### src/sv/glf_pkg.sv
// ----------------------------------------------------------------------------
// glf_pkg
// Shared constants, register indexes and helper functions for the binary64
// Gaussian log-density pipeline.
// ----------------------------------------------------------------------------
package glf_pkg;

   // pipeline depths of the arithmetic units
   localparam int ADD_LAT    = 6;
   localparam int MUL_LAT    = 5;
   localparam int PIPE_DEPTH = 2 * ADD_LAT + 2 * MUL_LAT;

   localparam logic [63:0] NEG_INF_BITS   = 64'hFFF0_0000_0000_0000;
   localparam logic [63:0] CANON_NAN_BITS = 64'h7FF8_0000_0000_0000;
   localparam logic [10:0] EXP_ALL_ONES   = 11'h7FF;

   typedef enum logic [1:0] {
      CSR_MEAN_VALUE = 2'd0,
      CSR_QUAD_SCALE = 2'd1,
      CSR_LOG_OFFSET = 2'd2
   } csr_index_type;

   // leading zero count, 128 for an all-zero word
   function automatic logic [7:0] lzc128(input logic [127:0] v);
      logic [7:0] n;
      logic       hit;
      n   = 8'd128;
      hit = 1'b0;
      for (int i = 127; i >= 0; i--) begin
         if (!hit && v[i]) begin
            n   = 8'(127 - i);
            hit = 1'b1;
         end
      end
      return n;
   endfunction

   function automatic logic is_nan(input logic [63:0] b);
      return (b[62:52] == EXP_ALL_ONES) && (b[51:0] != 52'd0);
   endfunction

   function automatic logic is_inf(input logic [63:0] b);
      return (b[62:52] == EXP_ALL_ONES) && (b[51:0] == 52'd0);
   endfunction

endpackage

### src/sv/glf_fadd.sv
// ----------------------------------------------------------------------------
// glf_fadd
// Pipelined binary64 adder, round to nearest even, subnormals kept.
// Stages: order operands, align, add, leading zero count, normalize, round.
// ----------------------------------------------------------------------------
module glf_fadd (
   input  logic        clock,
   input  logic        advance,
   input  logic [63:0] a_bits,
   input  logic [63:0] b_bits,
   output logic [63:0] res_bits
);

   // stage 1: put the larger magnitude first
   logic        swap;
   logic [63:0] big, sml;
   logic [10:0] ebp, esp;
   logic        a_inf, b_inf, nan1_in;

   logic [52:0] mbig_ff, msml_ff;
   logic [10:0] d1_ff, e1_ff;
   logic        sign1_ff, sub1_ff, nan1_ff, inf1_ff;

   always_comb begin
      swap    = b_bits[62:0] > a_bits[62:0];
      big     = swap ? b_bits : a_bits;
      sml     = swap ? a_bits : b_bits;
      ebp     = (big[62:52] == 11'd0) ? 11'd1 : big[62:52];
      esp     = (sml[62:52] == 11'd0) ? 11'd1 : sml[62:52];
      a_inf   = glf_pkg::is_inf(a_bits);
      b_inf   = glf_pkg::is_inf(b_bits);
      nan1_in = glf_pkg::is_nan(a_bits) | glf_pkg::is_nan(b_bits)
              | (a_inf & b_inf & (a_bits[63] ^ b_bits[63]));
   end

   always_ff @(posedge clock) begin
      if (advance) begin
         mbig_ff  <= {big[62:52] != 11'd0, big[51:0]};
         msml_ff  <= {sml[62:52] != 11'd0, sml[51:0]};
         d1_ff    <= ebp - esp;
         e1_ff    <= ebp;
         sign1_ff <= big[63];
         sub1_ff  <= a_bits[63] ^ b_bits[63];
         nan1_ff  <= nan1_in;
         inf1_ff  <= (a_inf | b_inf) & ~nan1_in;
      end
   end

   // stage 2: align the smaller operand, keep a sticky bit
   logic [5:0]   dc;
   logic [119:0] wide;
   logic [55:0]  bal_in;
   logic [55:0]  abig_ff, bal_ff;
   logic [10:0]  e2_ff;
   logic         sign2_ff, sub2_ff, nan2_ff, inf2_ff;

   always_comb begin
      dc     = (d1_ff > 11'd63) ? 6'd63 : d1_ff[5:0];
      wide   = {msml_ff, 3'd0, 64'd0} >> dc;
      bal_in = {wide[119:65], wide[64] | (|wide[63:0])};
   end

   always_ff @(posedge clock) begin
      if (advance) begin
         abig_ff  <= {mbig_ff, 3'd0};
         bal_ff   <= bal_in;
         e2_ff    <= e1_ff;
         sign2_ff <= sign1_ff;
         sub2_ff  <= sub1_ff;
         nan2_ff  <= nan1_ff;
         inf2_ff  <= inf1_ff;
      end
   end

   // stage 3: add or subtract
   logic [56:0] sum_in;
   logic [56:0] sum3_ff;
   logic [10:0] e3_ff;
   logic        sign3_ff, nan3_ff, inf3_ff;

   assign sum_in = sub2_ff ? ({1'b0, abig_ff} - {1'b0, bal_ff})
                           : ({1'b0, abig_ff} + {1'b0, bal_ff});

   always_ff @(posedge clock) begin
      if (advance) begin
         sum3_ff  <= sum_in;
         e3_ff    <= e2_ff;
         // exact cancellation gives +0
         sign3_ff <= sign2_ff & ~(sub2_ff && (sum_in == 57'd0));
         nan3_ff  <= nan2_ff;
         inf3_ff  <= inf2_ff;
      end
   end

   // stage 4: leading zeros, limited by the subnormal boundary
   logic [7:0]  lz;
   logic [10:0] shl_in;
   logic [56:0] sum4_ff;
   logic [5:0]  shl_ff;
   logic [11:0] be4_ff;
   logic        sign4_ff, nan4_ff, inf4_ff;

   always_comb begin
      lz     = glf_pkg::lzc128({sum3_ff, {71{1'b1}}});
      shl_in = ({3'd0, lz} < e3_ff) ? {3'd0, lz} : e3_ff;
   end

   always_ff @(posedge clock) begin
      if (advance) begin
         sum4_ff  <= sum3_ff;
         shl_ff   <= shl_in[5:0];
         be4_ff   <= {1'b0, e3_ff} + 12'd1 - {1'b0, shl_in};
         sign4_ff <= sign3_ff;
         nan4_ff  <= nan3_ff;
         inf4_ff  <= inf3_ff;
      end
   end

   // stage 5: normalize
   logic [56:0] n5_ff;
   logic [11:0] be5_ff;
   logic        sign5_ff, nan5_ff, inf5_ff;

   always_ff @(posedge clock) begin
      if (advance) begin
         n5_ff    <= sum4_ff << shl_ff;
         be5_ff   <= be4_ff;
         sign5_ff <= sign4_ff;
         nan5_ff  <= nan4_ff;
         inf5_ff  <= inf4_ff;
      end
   end

   // stage 6: round to nearest even
   logic [52:0] m53;
   logic        guard, sticky, inc, ovf;
   logic [10:0] ef;
   logic [62:0] rnd;
   logic [63:0] res_in;
   logic [63:0] res_ff;

   always_comb begin
      m53    = n5_ff[56:4];
      guard  = n5_ff[3];
      sticky = |n5_ff[2:0];
      inc    = guard & (sticky | m53[0]);
      ef     = m53[52] ? be5_ff[10:0] : 11'd0;
      ovf    = m53[52] && (be5_ff > 12'd2046);
      rnd    = {ef, m53[51:0]} + {62'd0, inc};
      if (nan5_ff) begin
         res_in = glf_pkg::CANON_NAN_BITS;
      end else if (inf5_ff || ovf) begin
         res_in = {sign5_ff, glf_pkg::EXP_ALL_ONES, 52'd0};
      end else begin
         res_in = {sign5_ff, rnd};
      end
   end

   always_ff @(posedge clock) begin
      if (advance) begin
         res_ff <= res_in;
      end
   end

   assign res_bits = res_ff;

endmodule
### config.mk
export PLATFORM = sky130hd
export DESIGN_NAME = glf_fadd
export DESIGN_NICKNAME = d
export VERILOG_FILES = /design/src/sv/glf_pkg.sv /design/src/sv/glf_fadd.sv
export SDC_FILE = /design/constraint.sdc
export NUM_CORES = 1
export LEC_CHECK = 0
export ABC_AREA = 0
export BUFFER_PORTS_ARGS = -buffer_cell sky130_fd_sc_hd__buf_2
export CORE_ASPECT_RATIO = 1.5
export CORE_MARGIN = 4
export CORE_UTILIZATION = 45
export CTS_CLUSTER_DIAMETER = 30
export DETAILED_ROUTE_END_ITERATION = 6
export GPL_ROUTABILITY_DRIVEN = 0
export PLACE_DENSITY = 0.6
export SLEW_MARGIN = 40
export SYNTH_ARGS = -nofsm -noshare
export SYNTH_HDL_FRONTEND = slang
export SYNTH_SLANG_ARGS = --single-unit
### constraint.sdc
create_clock -name clock -period 19.3 [get_ports clock]
set_clock_uncertainty 0.15 [all_clocks]
set_input_delay 1.93 -clock clock [delete_from_list [all_inputs] [get_ports clock]]
set_output_delay 1.93 -clock clock [all_outputs]
set_load 0.005 [all_outputs]
# ---- Yosys cells after proc, flatten, opt, wreduce, memory -nomap -nowiden
# Index checks and enable logic that the tools add are counted.
# W data, S select, Z words.
dict set report totals {
  ff_bits 541
  input_bits 130
  output_inout_bits 64
}
dict set report classes {
  n_addsub 6
  magnitude_cmp 4
  n_eq_ne 2
  n_shift 2
  n_mux 124
  bitwise_logic 13
  n_reduce_logical 131
}
# op count
set op_table {}
lappend op_table {{$mux W8} 58}
lappend op_table {{$shr A120 B6 Y120} 1}
lappend op_table {{$logic_not A52 Y1} 2}
lappend op_table {{$reduce_bool A52 Y1} 2}
lappend op_table {{$mux W64} 1}
lappend op_table {{$reduce_or A64 Y1} 1}
lappend op_table {{$add A63 B1 Y63} 1}
lappend op_table {{$gt A63 B63 Y1} 1}
lappend op_table {{$mux W63} 1}
lappend op_table {{$logic_and A1 B1 Y1} 62}
lappend op_table {{$add A56 B56 Y57} 1}
lappend op_table {{$logic_not A57 Y1} 1}
lappend op_table {{$mux W1} 57}
lappend op_table {{$mux W57} 1}
lappend op_table {{$shl A57 B6 Y57} 1}
lappend op_table {{$sub A56 B56 Y57} 1}
lappend op_table {{$logic_not A1 Y1} 56}
lappend op_table {{$mux W52} 1}
lappend op_table {{$mux W11} 4}
lappend op_table {{$eq A11 B11 Y1 const B} 2}
lappend op_table {{$logic_not A11 Y1} 2}
lappend op_table {{$reduce_bool A11 Y1} 2}
lappend op_table {{$add A11 B1 Y12 const B} 1}
lappend op_table {{$gt A12 B11 Y1 const B} 1}
lappend op_table {{12 further kinds} 21}

# ---- Depth between registers and ports, before layout
# Gate-level depths: netlist (run 1).
dict set report logic_depth {
  ltp_word 173
  mapped_depth 31
}

# ---- Worst setup path before layout (run 1)
# Ideal clock, no wire load.
dict set report synth_timing {
  kind {input-to-reg}
  start {input a_bits[16]}
  end {register d1_ff[10] (data pin)}
  setup_time_ns 0.260
  arrival_time_ns 6.771
  t_required_ns 18.890
  setup_slack_ns 12.119
  stages 27
  path_cell_list {inv_1 ha_1 a21o_1 a21o_1 a21o_1 a21o_1 a21o_1 a21o_1 a21oi_1 o311ai_0 a22oi_1 a21oi_1 o21ai_1 clkbuf_1 buf_1 mux2_2 ha_1 nor2b_1 o21ai_0 nand2b_1 a21o_1 a21o_1 a21o_1 a21o_1 a21o_1 a21oi_1 xnor2_1}
}
dict set report synth_between {
  elab_chain_len 5
}
# item line_no
set synth_rtl {}
lappend synth_rtl {{start, declared} glf_fadd.sv:9} ;# input logic [63:0] a_bits,
lappend synth_rtl {{$gt A63 B63 Y1 (*)} glf_fadd.sv:25} ;# swap = b_bits[62:0] > a_bits[62:0];
lappend synth_rtl {{$mux W64 (*)} glf_fadd.sv:26} ;# big = swap ? b_bits : a_bits;
lappend synth_rtl {{$logic_not A11 Y1} glf_fadd.sv:28} ;# ebp = (big[62:52] == 11'd0) ? 11'd1 : big[62:52];
lappend synth_rtl {{$mux W11 (*)} glf_fadd.sv:28}
lappend synth_rtl {{net ebp[2]} glf_fadd.sv:17} ;# logic [10:0] ebp, esp;
lappend synth_rtl {{$sub A11 B11 Y11 (*)} glf_fadd.sv:40} ;# d1_ff <= ebp - esp;
lappend synth_rtl {{end signal, assigned} glf_fadd.sv:40}
lappend synth_rtl {{end, declared} glf_fadd.sv:21} ;# logic [10:0] d1_ff, e1_ff;
# Mark *: on every way through the listed nets, which the timed path passes. The rest lies on a longest branch.
# A chain may end at the register's enable or synchronous reset.

# ---- Worst setup path in the final report (run 1)
dict set report layout_timing {
  start {register sum3_ff[56]}
  end {register be4_ff[11] (data pin)}
}
dict set report layout_between {
  elab_chain_len 173
}
# item line_no
set layout_rtl {}
lappend layout_rtl {{start, declared} glf_fadd.sv:77} ;# logic [56:0] sum3_ff;
lappend layout_rtl {{start signal, assigned} glf_fadd.sv:86} ;# sum3_ff <= sum_in;
lappend layout_rtl {{$mux W1} glf_pkg.sv:30} ;# if (!hit && v[i]) begin
lappend layout_rtl {{$logic_not A1 Y1} glf_pkg.sv:30}
lappend layout_rtl {{$logic_and A1 B1 Y1} glf_pkg.sv:30}
lappend layout_rtl {{$mux W1} glf_pkg.sv:30}
lappend layout_rtl {{$logic_not A1 Y1} glf_pkg.sv:30}
lappend layout_rtl {{$logic_and A1 B1 Y1} glf_pkg.sv:30}
lappend layout_rtl {{$mux W1} glf_pkg.sv:30}
lappend layout_rtl {{$logic_not A1 Y1} glf_pkg.sv:30}
lappend layout_rtl {{[... 158 more ...]} n/a}
lappend layout_rtl {{$logic_not A1 Y1} glf_pkg.sv:30}
lappend layout_rtl {{$logic_and A1 B1 Y1} glf_pkg.sv:30}
lappend layout_rtl {{$mux W8 / $mux W1 (equally long branches)} glf_pkg.sv:30}
lappend layout_rtl {{$mux W8 (*)} glf_pkg.sv:30}
lappend layout_rtl {{$lt A8 B11 Y1} glf_fadd.sv:105} ;# shl_in = ({3'd0, lz} < e3_ff) ? {3'd0, lz} : e3_ff;
lappend layout_rtl {{$mux W11 (*)} glf_fadd.sv:105}
lappend layout_rtl {{net shl_in[1]} glf_fadd.sv:97} ;# logic [10:0] shl_in;
lappend layout_rtl {{$sub A12 B11 Y12 (*)} glf_fadd.sv:112} ;# be4_ff <= {1'b0, e3_ff} + 12'd1 - {1'b0, shl_in};
lappend layout_rtl {{end signal, assigned} glf_fadd.sv:112}
lappend layout_rtl {{end, declared} glf_fadd.sv:100} ;# logic [11:0] be4_ff;
# Marked as above.

==> impl_metrics.json, run 1 <==
{
  "status": "completed",
  "syn-instance-count": 3660,
  "vias": 28300,
  "required_ps": 19520,
  "drive_above_1_share": 0.152,
  "numPortBuffers": 193,
  "async_flop_share": 0,
  "layout_common_cells": "edfxtp_1 (541), nand2_1 (385), nor2_1 (307), inv_1 (220), mux2i_1 (213)",
  "syn_nets": 3996,
  "final_common_cell": "edfxtp_1",
  "clk_pin_slew_worst_paths_ps": 50,
  "path_class": "flop to flop",
  "max_cap_violations": 0,
  "synthFlopType": "edfxtp_1",
  "post_cts_resized": 0,
  "placed_cells": 4739,
  "max_freq_ghz": 0.133,
  "hold_violations": 0,
  "hpwlAfterDp_mm": 80.6,
  "ys_seq_area_frac": 0.441,
  "ant_nets": 0,
  "diodes": 0,
  "setup_viol_count_final": 0,
  "final.setup.tns_ps": 0,
  "cts_made_buffers": 81,
  "drtIter0Drc": 2205,
  "slowest_delay_ps": 580,
  "grt.overflow.total": 0,
  "worstMarginPinSlew_ps": 867,
  "cts_root_buf": "clkbuf_16",
  "met3_usage": 0.0260,
  "worst_skew_pair.late_latency_ps": 640,
  "viasPerCell": 5.80,
  "cts_max_path_buffers": 3,
  "period_needed_ps": 7520,
  "ir_drop_v": 0.0000656,
  "power.density_nw_per_um2": 91.1,
  "fin_crit_sh": 0.390,
  "start_kind": "flop",
  "start_util": 0.453,
  "grt_pass1_wl_mm": 156,
  "yosysWarnings": 0,
  "syn_area_sq_um": 36800,
  "grt.met2_usage": 0.444,
  "area_growth_pct": 12.5,
  "hp-class": "flop to flop",
  "cpMaxStageDelayCell": "nor4_1",
  "rsz0062_at_grt": "false",
  "core-area_sq_um": 81200,
  "grt_util_met1": 0.232,
  "power.leakage_nw": 16.9,
  "antenna_found_initial": 0,
  "ctsHoldBuffers": 0,
  "synth-edff-count": 541,
  "drc": 0,
  "first_pass_iters": 6,
  "num_rows": 128,
  "grt.total_usage": 0.229,
  "post_cts_buffers": 0,
  "total_power_mw": 3.77,
  "gr-max-usage-layer": "met2",
  "pin_count": 194,
  "netlist.area_leader.share": 0.441,
  "grt_max_degree": 152,
  "synthTopCellsByArea": "edfxtp_1 (44%), ha_1 (6.9%), mux2i_1 (5.8%), mux2_2 (4.3%), nand2_1 (3.9%)",
  "end_kind": "flop",
  "ys_ff_latch": 541,
  "htreeDepth": 3,
  "cp.arrival_ps": 7750,
  "path_max_fanout": 11,
  "cts_num_sinks": 541,
  "maxSlewViolCount": 0,
  "maxSlewHeadroom": 0.422,
  "synth_top_area_cell": "edfxtp_1",
  "crit_top_cell": "a21oi_1",
  "layoutNonFillerInstCount": 4884,
  "dieHeight_microns": 358,
  "die_x_microns": 242,
  "syn_area_per_cell_sq_um": 10.1,
  "ys_types": 86,
  "die_area_sq_um": 86500,
  "grt_pass1_vias": 28000,
  "drt-total-wl_mm": 102,
  "wl_per_cell_microns": 20.9,
  "fin_nets": 4120,
  "cts_tree": "yes"
}
-- registers in the layout (all words and copies together), names as in the netlist, 12 cells and up --
name      flops
be4_ff       12
sum4_ff      57
n5_ff        57
mbig_ff      53
bal_ff       56
msml_ff      53
be5_ff       12
res_bits     64
abig_ff      53
sum3_ff      57
-- synthesized netlist by cell type, types with 34 or more instances --
| cell type | instances |
|---|---|
| mux4_2 | 34 |
| and2_1 | 34 |
| or3_1 | 34 |
| nand4_1 | 53 |
| nor2_1 | 310 |
| edfxtp_1 | 541 |
| xor2_1 | 50 |
| nor2b_1 | 35 |
| nand3_1 | 100 |
| o21ai_0 | 166 |
| inv_1 | 220 |
| buf_1 | 43 |
| o22ai_1 | 40 |
| mux2_2 | 142 |
| a21oi_1 | 199 |
| xnor2_1 | 51 |
| ha_1 | 203 |
| a21o_1 | 69 |
| clkbuf_1 | 135 |
| nand2_1 | 385 |
| mux2i_1 | 213 |
| and3_1 | 36 |
| nor4_1 | 75 |
| nor3_1 | 68 |
-- per-stage QoR --
step	utilization	cell area [sq um]	hold WS, ps	setup slack (ps)
2_1_floorplan	-	36800	250	12120
3_3_place_gp	0.476	38700	251	11370
3_5_place_dp	0.477	38700	255	11310
4_1_cts	0.509	41400	248	11790
5_1_grt	0.510	41400	246	10840
6_report	0.510	41400	260	11780
-- power breakdown --
group	internal [mW]	switching [mW]
logic	0.318	0.507
clock network	0.870	0.541
registers	1.45	0.0868
total	2.64	1.13
-- layer usage --
| metal | share of wire | vias to the layer above |
|---|---|---|
| met5 | 0 | - |
| met4 | 0.072 | 0 |
| met3 | 0.038 | 308 |
| met2 | 0.53 | 863 |
| met1 | 0.36 | 13200 |
| li1 | - | 13900 |
-- final cells by class --
cell class              instances  area (sq um)
multi-input cells            2714         19100
inverters                     221           830
repair buffers                225          1280
clock buffers                  87          2070
flip-flops and latches        541         16200
clock inverters                56           577
well taps                    1040          1300
fillers                      7533         39800
-- worst max-delay path, delay by kind of cell, from the launching register on --
family                   cells  cell delay, ps
AO/OA/AOI/OAI               12            2340
adder cells (fa/ha/maj)      4            1040
flip-flops                   1             430
buffers and inverters        3             190
multiplexers                 1             430
AND/OR/NAND/NOR              8            2560
XOR/XNOR                     1             120
-- final timing paths --
check                    from          to  slack [ps]  cells after the start
setup / recovery  sum3_ff[56]  be4_ff[11]       11780                     29
hold reg to reg      e1_ff[7]    e2_ff[7]         260                      0
setup reg to reg  sum3_ff[56]  be4_ff[11]       11780                     29
hold / removal       e1_ff[7]    e2_ff[7]         260                      0
-- kinds of logic after synthesis --
kind of cell	synth area share
DFF	0.441
xor gates and xnor gates	0.0240
AOI/OAI and AO/OA	0.138
muxes	0.122
buffers and inverters	0.0417
and+or+nand+nor	0.162
adders and majority gates	0.0706
(Power assumes the default switching activity.)
==> inputs of run 2 (changes only) <==
Clock period 19.3 ns to 7.3 ns, I/O delays scaled along.
==> run 2 against run 1 <==
Net effect: final area is 1.0% higher; die area unchanged; highest routed layer unchanged; total power rose to 2.7 times the previous value; setup slack got worse by 11000 ps; critical path type unchanged; combinational power rose to 2.7 times the previous value; count of clock-buffer cells in the layout increased by 7; non-clock buffer count increased by 8; global-route usage is 0.41 points higher; sequential cell count unchanged; first-iteration DRC count grew 1.5%; critical path depth unchanged; wire length increased by 0.68%.
==> impl_metrics.json, run 2 (synthesized netlist as in run 1, its figures left out) <==
{
  "status": "completed",
  "die_area_sq_um": 86500,
  "drtIter0Drc": 2239,
  "die_x_microns": 242,
  "final_util": 0.515,
  "required_ps": 7530,
  "grt_max_degree": 147,
  "switchingPower_mw": 3.13,
  "cts_num_sinks": 541,
  "diodes": 0,
  "worst_skew_pair.late_latency_ps": 660,
  "power.leakage_nw": 17.1,
  "layout_setup_ws_ps": 635,
  "path_class": "flop to flop",
  "num_rows": 128,
  "dieHeight_microns": 358,
  "cts_made_buffers": 89,
  "hold_violations": 0,
  "cts_root_buf": "clkbuf_16",
  "seq_power_share": 0.394,
  "first_pass_iters": 5,
  "total_power_mw": 10.3,
  "crit_top_cell": "a21oi_1",
  "slowest_delay_ps": 570,
  "hpwlAfterDp_mm": 81.0,
  "wl_per_cell_microns": 20.9,
  "final_common_cell": "edfxtp_1",
  "vias": 28400,
  "power.density_nw_per_um2": 246,
  "pin_count": 194,
  "numPortBuffers": 193,
  "end_kind": "flop",
  "viasPerCell": 5.77,
  "ant_nets": 0,
  "maxSlewViolCount": 0,
  "cts_tree": "yes",
  "pwr-share-clk": 0.393,
  "p_int_mw": 7.18,
  "grt.overflow.total": 0,
  "maxSlewHeadroom": 0.399,
  "max_cap_violations": 0,
  "setup_viol_count_final": 0,
  "path_max_fanout": 5,
  "sw_frac_of_total": 0.303,
  "core-area_sq_um": 81200,
  "htreeDepth": 3,
  "antenna_found_initial": 0,
  "cpMaxStageDelayCell": "or4_1",
  "area_growth_pct": 13.7,
  "clk_pin_slew_worst_paths_ps": 50,
  "post_cts_resized": 0,
  "final.setup.tns_ps": 0,
  "fin_nets": 4136,
  "drive_above_1_share": 0.159,
  "critical_path.top_delay_family": "simple AND/OR/NAND/NOR gates",
  "largest_register_ffs": 64,
  "cts_max_path_buffers": 3,
  "layout_common_cells": "edfxtp_1 (541), nand2_1 (385), nor2_1 (307), inv_1 (220), mux2i_1 (213)",
  "drc": 0,
  "combinationalPowerShare": 0.213,
  "max_freq_ghz": 0.150,
  "ctsHoldBuffers": 0,
  "whs_ps": 257,
  "ir_drop_v": 0.000151,
  "path_buf_inv": 4,
  "grt_pass1_vias": 28500,
  "cp.arrival_ps": 6890,
  "hp-class": "flop to flop",
  "period_needed_ps": 6670,
  "worstMarginPinSlew_ps": 893,
  "post_cts_buffers": 0,
  "dp_slack_ps": 481,
  "grt_pass1_wl_mm": 159,
  "start_kind": "flop",
  "drt-total-wl_mm": 103,
  "grt.total_usage": 0.233,
  "fin_crit_sh": 0.913,
  "start_util": 0.453
}
-- run 2: cell types whose count changed in the layout (fill, tap and decap cells not counted), sizes merged --
cell	previous run	this run
clkinv	23	31
clkbuf	88	94
inv	239	243
clkinvlp	9	13
buf	224	233
-- run 2: final timing paths --
check | depth (start not counted) | slack [ps] | to | from
worst max-delay path | 29 | 630 | be4_ff[11] | sum3_ff[24]
worst min-delay path | 0 | 260 | nan4_ff | nan3_ff
worst max register to register | 29 | 630 | be4_ff[11] | sum3_ff[24]
worst min register to register | 0 | 260 | nan4_ff | nan3_ff
-- run 2: cell type report --
cell class                      count  area, sq um
Sequential cell                   541        16200
Timing Repair Buffer              233         1360
Multi-Input combinational cell   2714        19100
Clock buffer                       94         2250
Clock inverter                     72          709
Tap cell                         1040         1300
Fill cell                        7451        39400
Inverter                          221          830
-- run 2: per-layer routing --
layer / GRT usage / up-vias / part of all wire
met5: 0 / - / 0
met4: 0.148 / 0 / 0.071
met3: 0.0283 / 276 / 0.035
met2: 0.449 / 786 / 0.54
met1: 0.238 / 13300 / 0.36
li1: - / 14000 / -
-- run 2: power by group through the flow --
stage	sequential [mW]	combinational [mW]	clock (mW)
4_1_cts	4.06	2.17	4.13
2_1_floorplan	4.01	1.51	0
5_1_grt	4.10	2.41	4.30
3_5_place_dp	4.12	2.16	0
3_3_place_gp	4.11	2.15	0
6_report	4.06	2.19	4.05
-- run 2: worst register-to-register path: cells and delay by family, from the launching register on --
family                     cells  cell delay [ps]
DFF                            1              450
and+or+nand+nor                7             2110
adders and majority gates      4             1130
muxes                          1              380
AOI/OAI and AO/OA             12             1700
xor gates and xnor gates       1              130
buffers and inverters          4              360
-- run 2: per-stage QoR --
stage,instance area [sq um],cells
floorplan,36800,3660
global placement,38700,4746
detailed placement,38800,4747
CTS,41800,4913
global route,41800,4915
finish,41800,4915
==> inputs of run 3 (changes only) <==
Settings changed: ABC_AREA 0 to not set, CAP_MARGIN set to 10, CORE_UTILIZATION 45 to 30, PLACE_DENSITY 0.6 to 0.43.
==> run 3 against run 2 <==
Net effect: largest cell class unchanged; critical endpoint unchanged; clock power up 11%; wire length up 14%; non-clock buffer count up 3.
==> impl_metrics.json, run 3 (synthesized netlist as in run 1, its figures left out) <==
{
  "grt_pass1_vias": 29000,
  "fin_crit_sh": 0.921,
  "reg2reg_depth": 29,
  "wl_per_cell_microns": 21.3,
  "final_util": 0.352,
  "layoutNonFillerInstCount": 5483,
  "first_pass_iters": 5,
  "postPlaceCellArea_sq_um": 39500,
  "worstMarginPinSlew_ps": 902,
  "grt.overflow.total": 0,
  "ir_drop_v": 0.000162,
  "fin_nets": 4146,
  "critical_path.top_delay_family": "simple AND/OR/NAND/NOR gates",
  "maxSlewHeadroom": 0.394,
  "cp.arrival_ps": 7000,
  "slowest_delay_ps": 790,
  "cts_root_buf": "clkbuf_16",
  "core-area_sq_um": 122000,
  "ant_nets": 0,
  "min_to": "sign1_ff",
  "setup_viol_count_final": 0,
  "max_cap_violations": 0,
  "pin_count": 194,
  "hp-class": "input pin to flop",
  "switchingPower_mw": 3.30,
  "required_ps": 7580,
  "crit_top_cell": "a21oi_1",
  "final_common_cell": "edfxtp_1",
  "placed_cells": 5302,
  "path_class": "flop to flop",
  "seq_power_share": 0.377,
  "drtIter0Drc": 1363,
  "layout_setup_ws_ps": 580,
  "worst_skew_pair.late_latency_ps": 700,
  "path_buf_inv": 4,
  "maxSlewViolCount": 0,
  "whs_ps": 252,
  "p_int_mw": 7.53,
  "die_area_sq_um": 128000,
  "combinationalPowerShare": 0.207,
  "hold_violations": 0,
  "start_util": 0.302,
  "reg2reg_to": "be4_ff[11]",
  "grt_pass1_wl_mm": 177,
  "viasPerCell": 5.17,
  "drt-total-wl_mm": 117,
  "dieHeight_microns": 437,
  "cts_num_sinks": 541,
  "holdPathStages": 2,
  "cts_tree": "yes",
  "total_power_mw": 10.8,
  "path_max_fanout": 5,
  "pwr-share-clk": 0.416,
  "antenna_found_initial": 2,
  "post_cts_buffers": 0,
  "drc": 0,
  "numPortBuffers": 193,
  "cpMaxStageDelayCell": "nor4_1",
  "start_kind": "flop",
  "fillers": 12400,
  "power.leakage_nw": 17.3,
  "dp_slack_ps": 564,
  "clk_pin_slew_worst_paths_ps": 50,
  "hpwlAfterDp_mm": 93.6,
  "holdCritStartpoint": "b_bits[63]",
  "cts_max_path_buffers": 3,
  "rsz0062_at_grt": "false",
  "r2r_slack_ps": 580,
  "area_growth_pct": 16.6,
  "die_x_microns": 294,
  "layout_common_cells": "edfxtp_1 (541), nand2_1 (385), nor2_1 (307), inv_1 (219), mux2i_1 (213)",
  "num_rows": 157,
  "power.density_nw_per_um2": 252,
  "diodes": 0,
  "status": "completed",
  "sw_frac_of_total": 0.305,
  "vias": 28400,
  "ctsHoldBuffers": 0,
  "fin_area_sq_um": 42900,
  "max_freq_ghz": 0.149,
  "drive_above_1_share": 0.163,
  "grt.total_usage": 0.179,
  "largest_register_ffs": 64,
  "period_needed_ps": 6720,
  "grt_max_degree": 141,
  "cts_made_buffers": 96,
  "htreeDepth": 3,
  "end_kind": "flop",
  "final.setup.tns_ps": 0,
  "r2r-start": "sum3_ff[24]"
}
[run 3: changes by cell type in the layout (fill, tap and decap cells not counted), moves of 3 or more]
cell,before,now
buf_4,31,36
bufinv_16,6,11
clkbuf_16,89,96
clkinv_16,1,5
clkinv_2,10,18
clkinv_4,7,10
clkinvlp_4,13,9
inv_16,3,0
inv_6,13,10
nor4_1,65,68
nor4_2,9,6
[run 3: timing repair]
item / in CTS / in global routing
hold endpoints to repair: 0 / 0
endpoints found under the setup margin: 0 / 1
gates resized for setup: 0 / 1
[run 3: worst max-delay path by stage]
stage           startpoint         end  slack (ps)  cells past startpoint
6_report       sum3_ff[24]  be4_ff[11]         580                     29
5_1_grt        sum3_ff[24]  be4_ff[11]          50                     29
3_5_place_dp   sum3_ff[31]  be4_ff[11]         560                     29
2_1_floorplan  sum3_ff[55]  be4_ff[11]         860                     29
3_3_place_gp   sum3_ff[24]  be4_ff[11]         510                     29
4_1_cts        sum3_ff[31]  be4_ff[11]         580                     29
[run 3: power groups by stage]
stage               clock network (mW)  registers [mW]  logic (mW)
finish                            4.51            4.08        2.24
CTS                               4.63            4.08        2.25
global placement                     0            4.14        2.25
floorplan                            0            4.01        1.51
detailed placement                   0            4.14        2.24
global route                      4.78            4.12        2.47
[run 3: layout make-up]
class,instances,area (sq um),share of cell area
Clock buffer,101,2420,0.0564
Clock inverter,80,920,0.0214
Inverter,221,830,0.0193
Multi-Input combinational cell,2714,19100,0.446
Sequential cell,541,16200,0.379
Tap cell,1590,1990,0.0464
Timing Repair Buffer,236,1370,0.0319
[run 3: worst register-to-register path: cells and delay by family, from the launching register on]
family / cells / cell delay (ps)
compound gates: 12 / 1660
xor+xnor: 1 / 120
fa+ha+maj: 4 / 1120
buf+inv: 4 / 360
flops: 1 / 440
mux: 1 / 380
simple gates: 7 / 2250
[run 3: routing by layer]
metal / routed length, microns / track usage / share of wire
met4: 7420 / 0.104 / 0.063
met1: 42900 / 0.188 / 0.37
met2: 62600 / 0.339 / 0.54
met5: 0 / 0 / 0
met3: 4010 / 0.0219 / 0.034
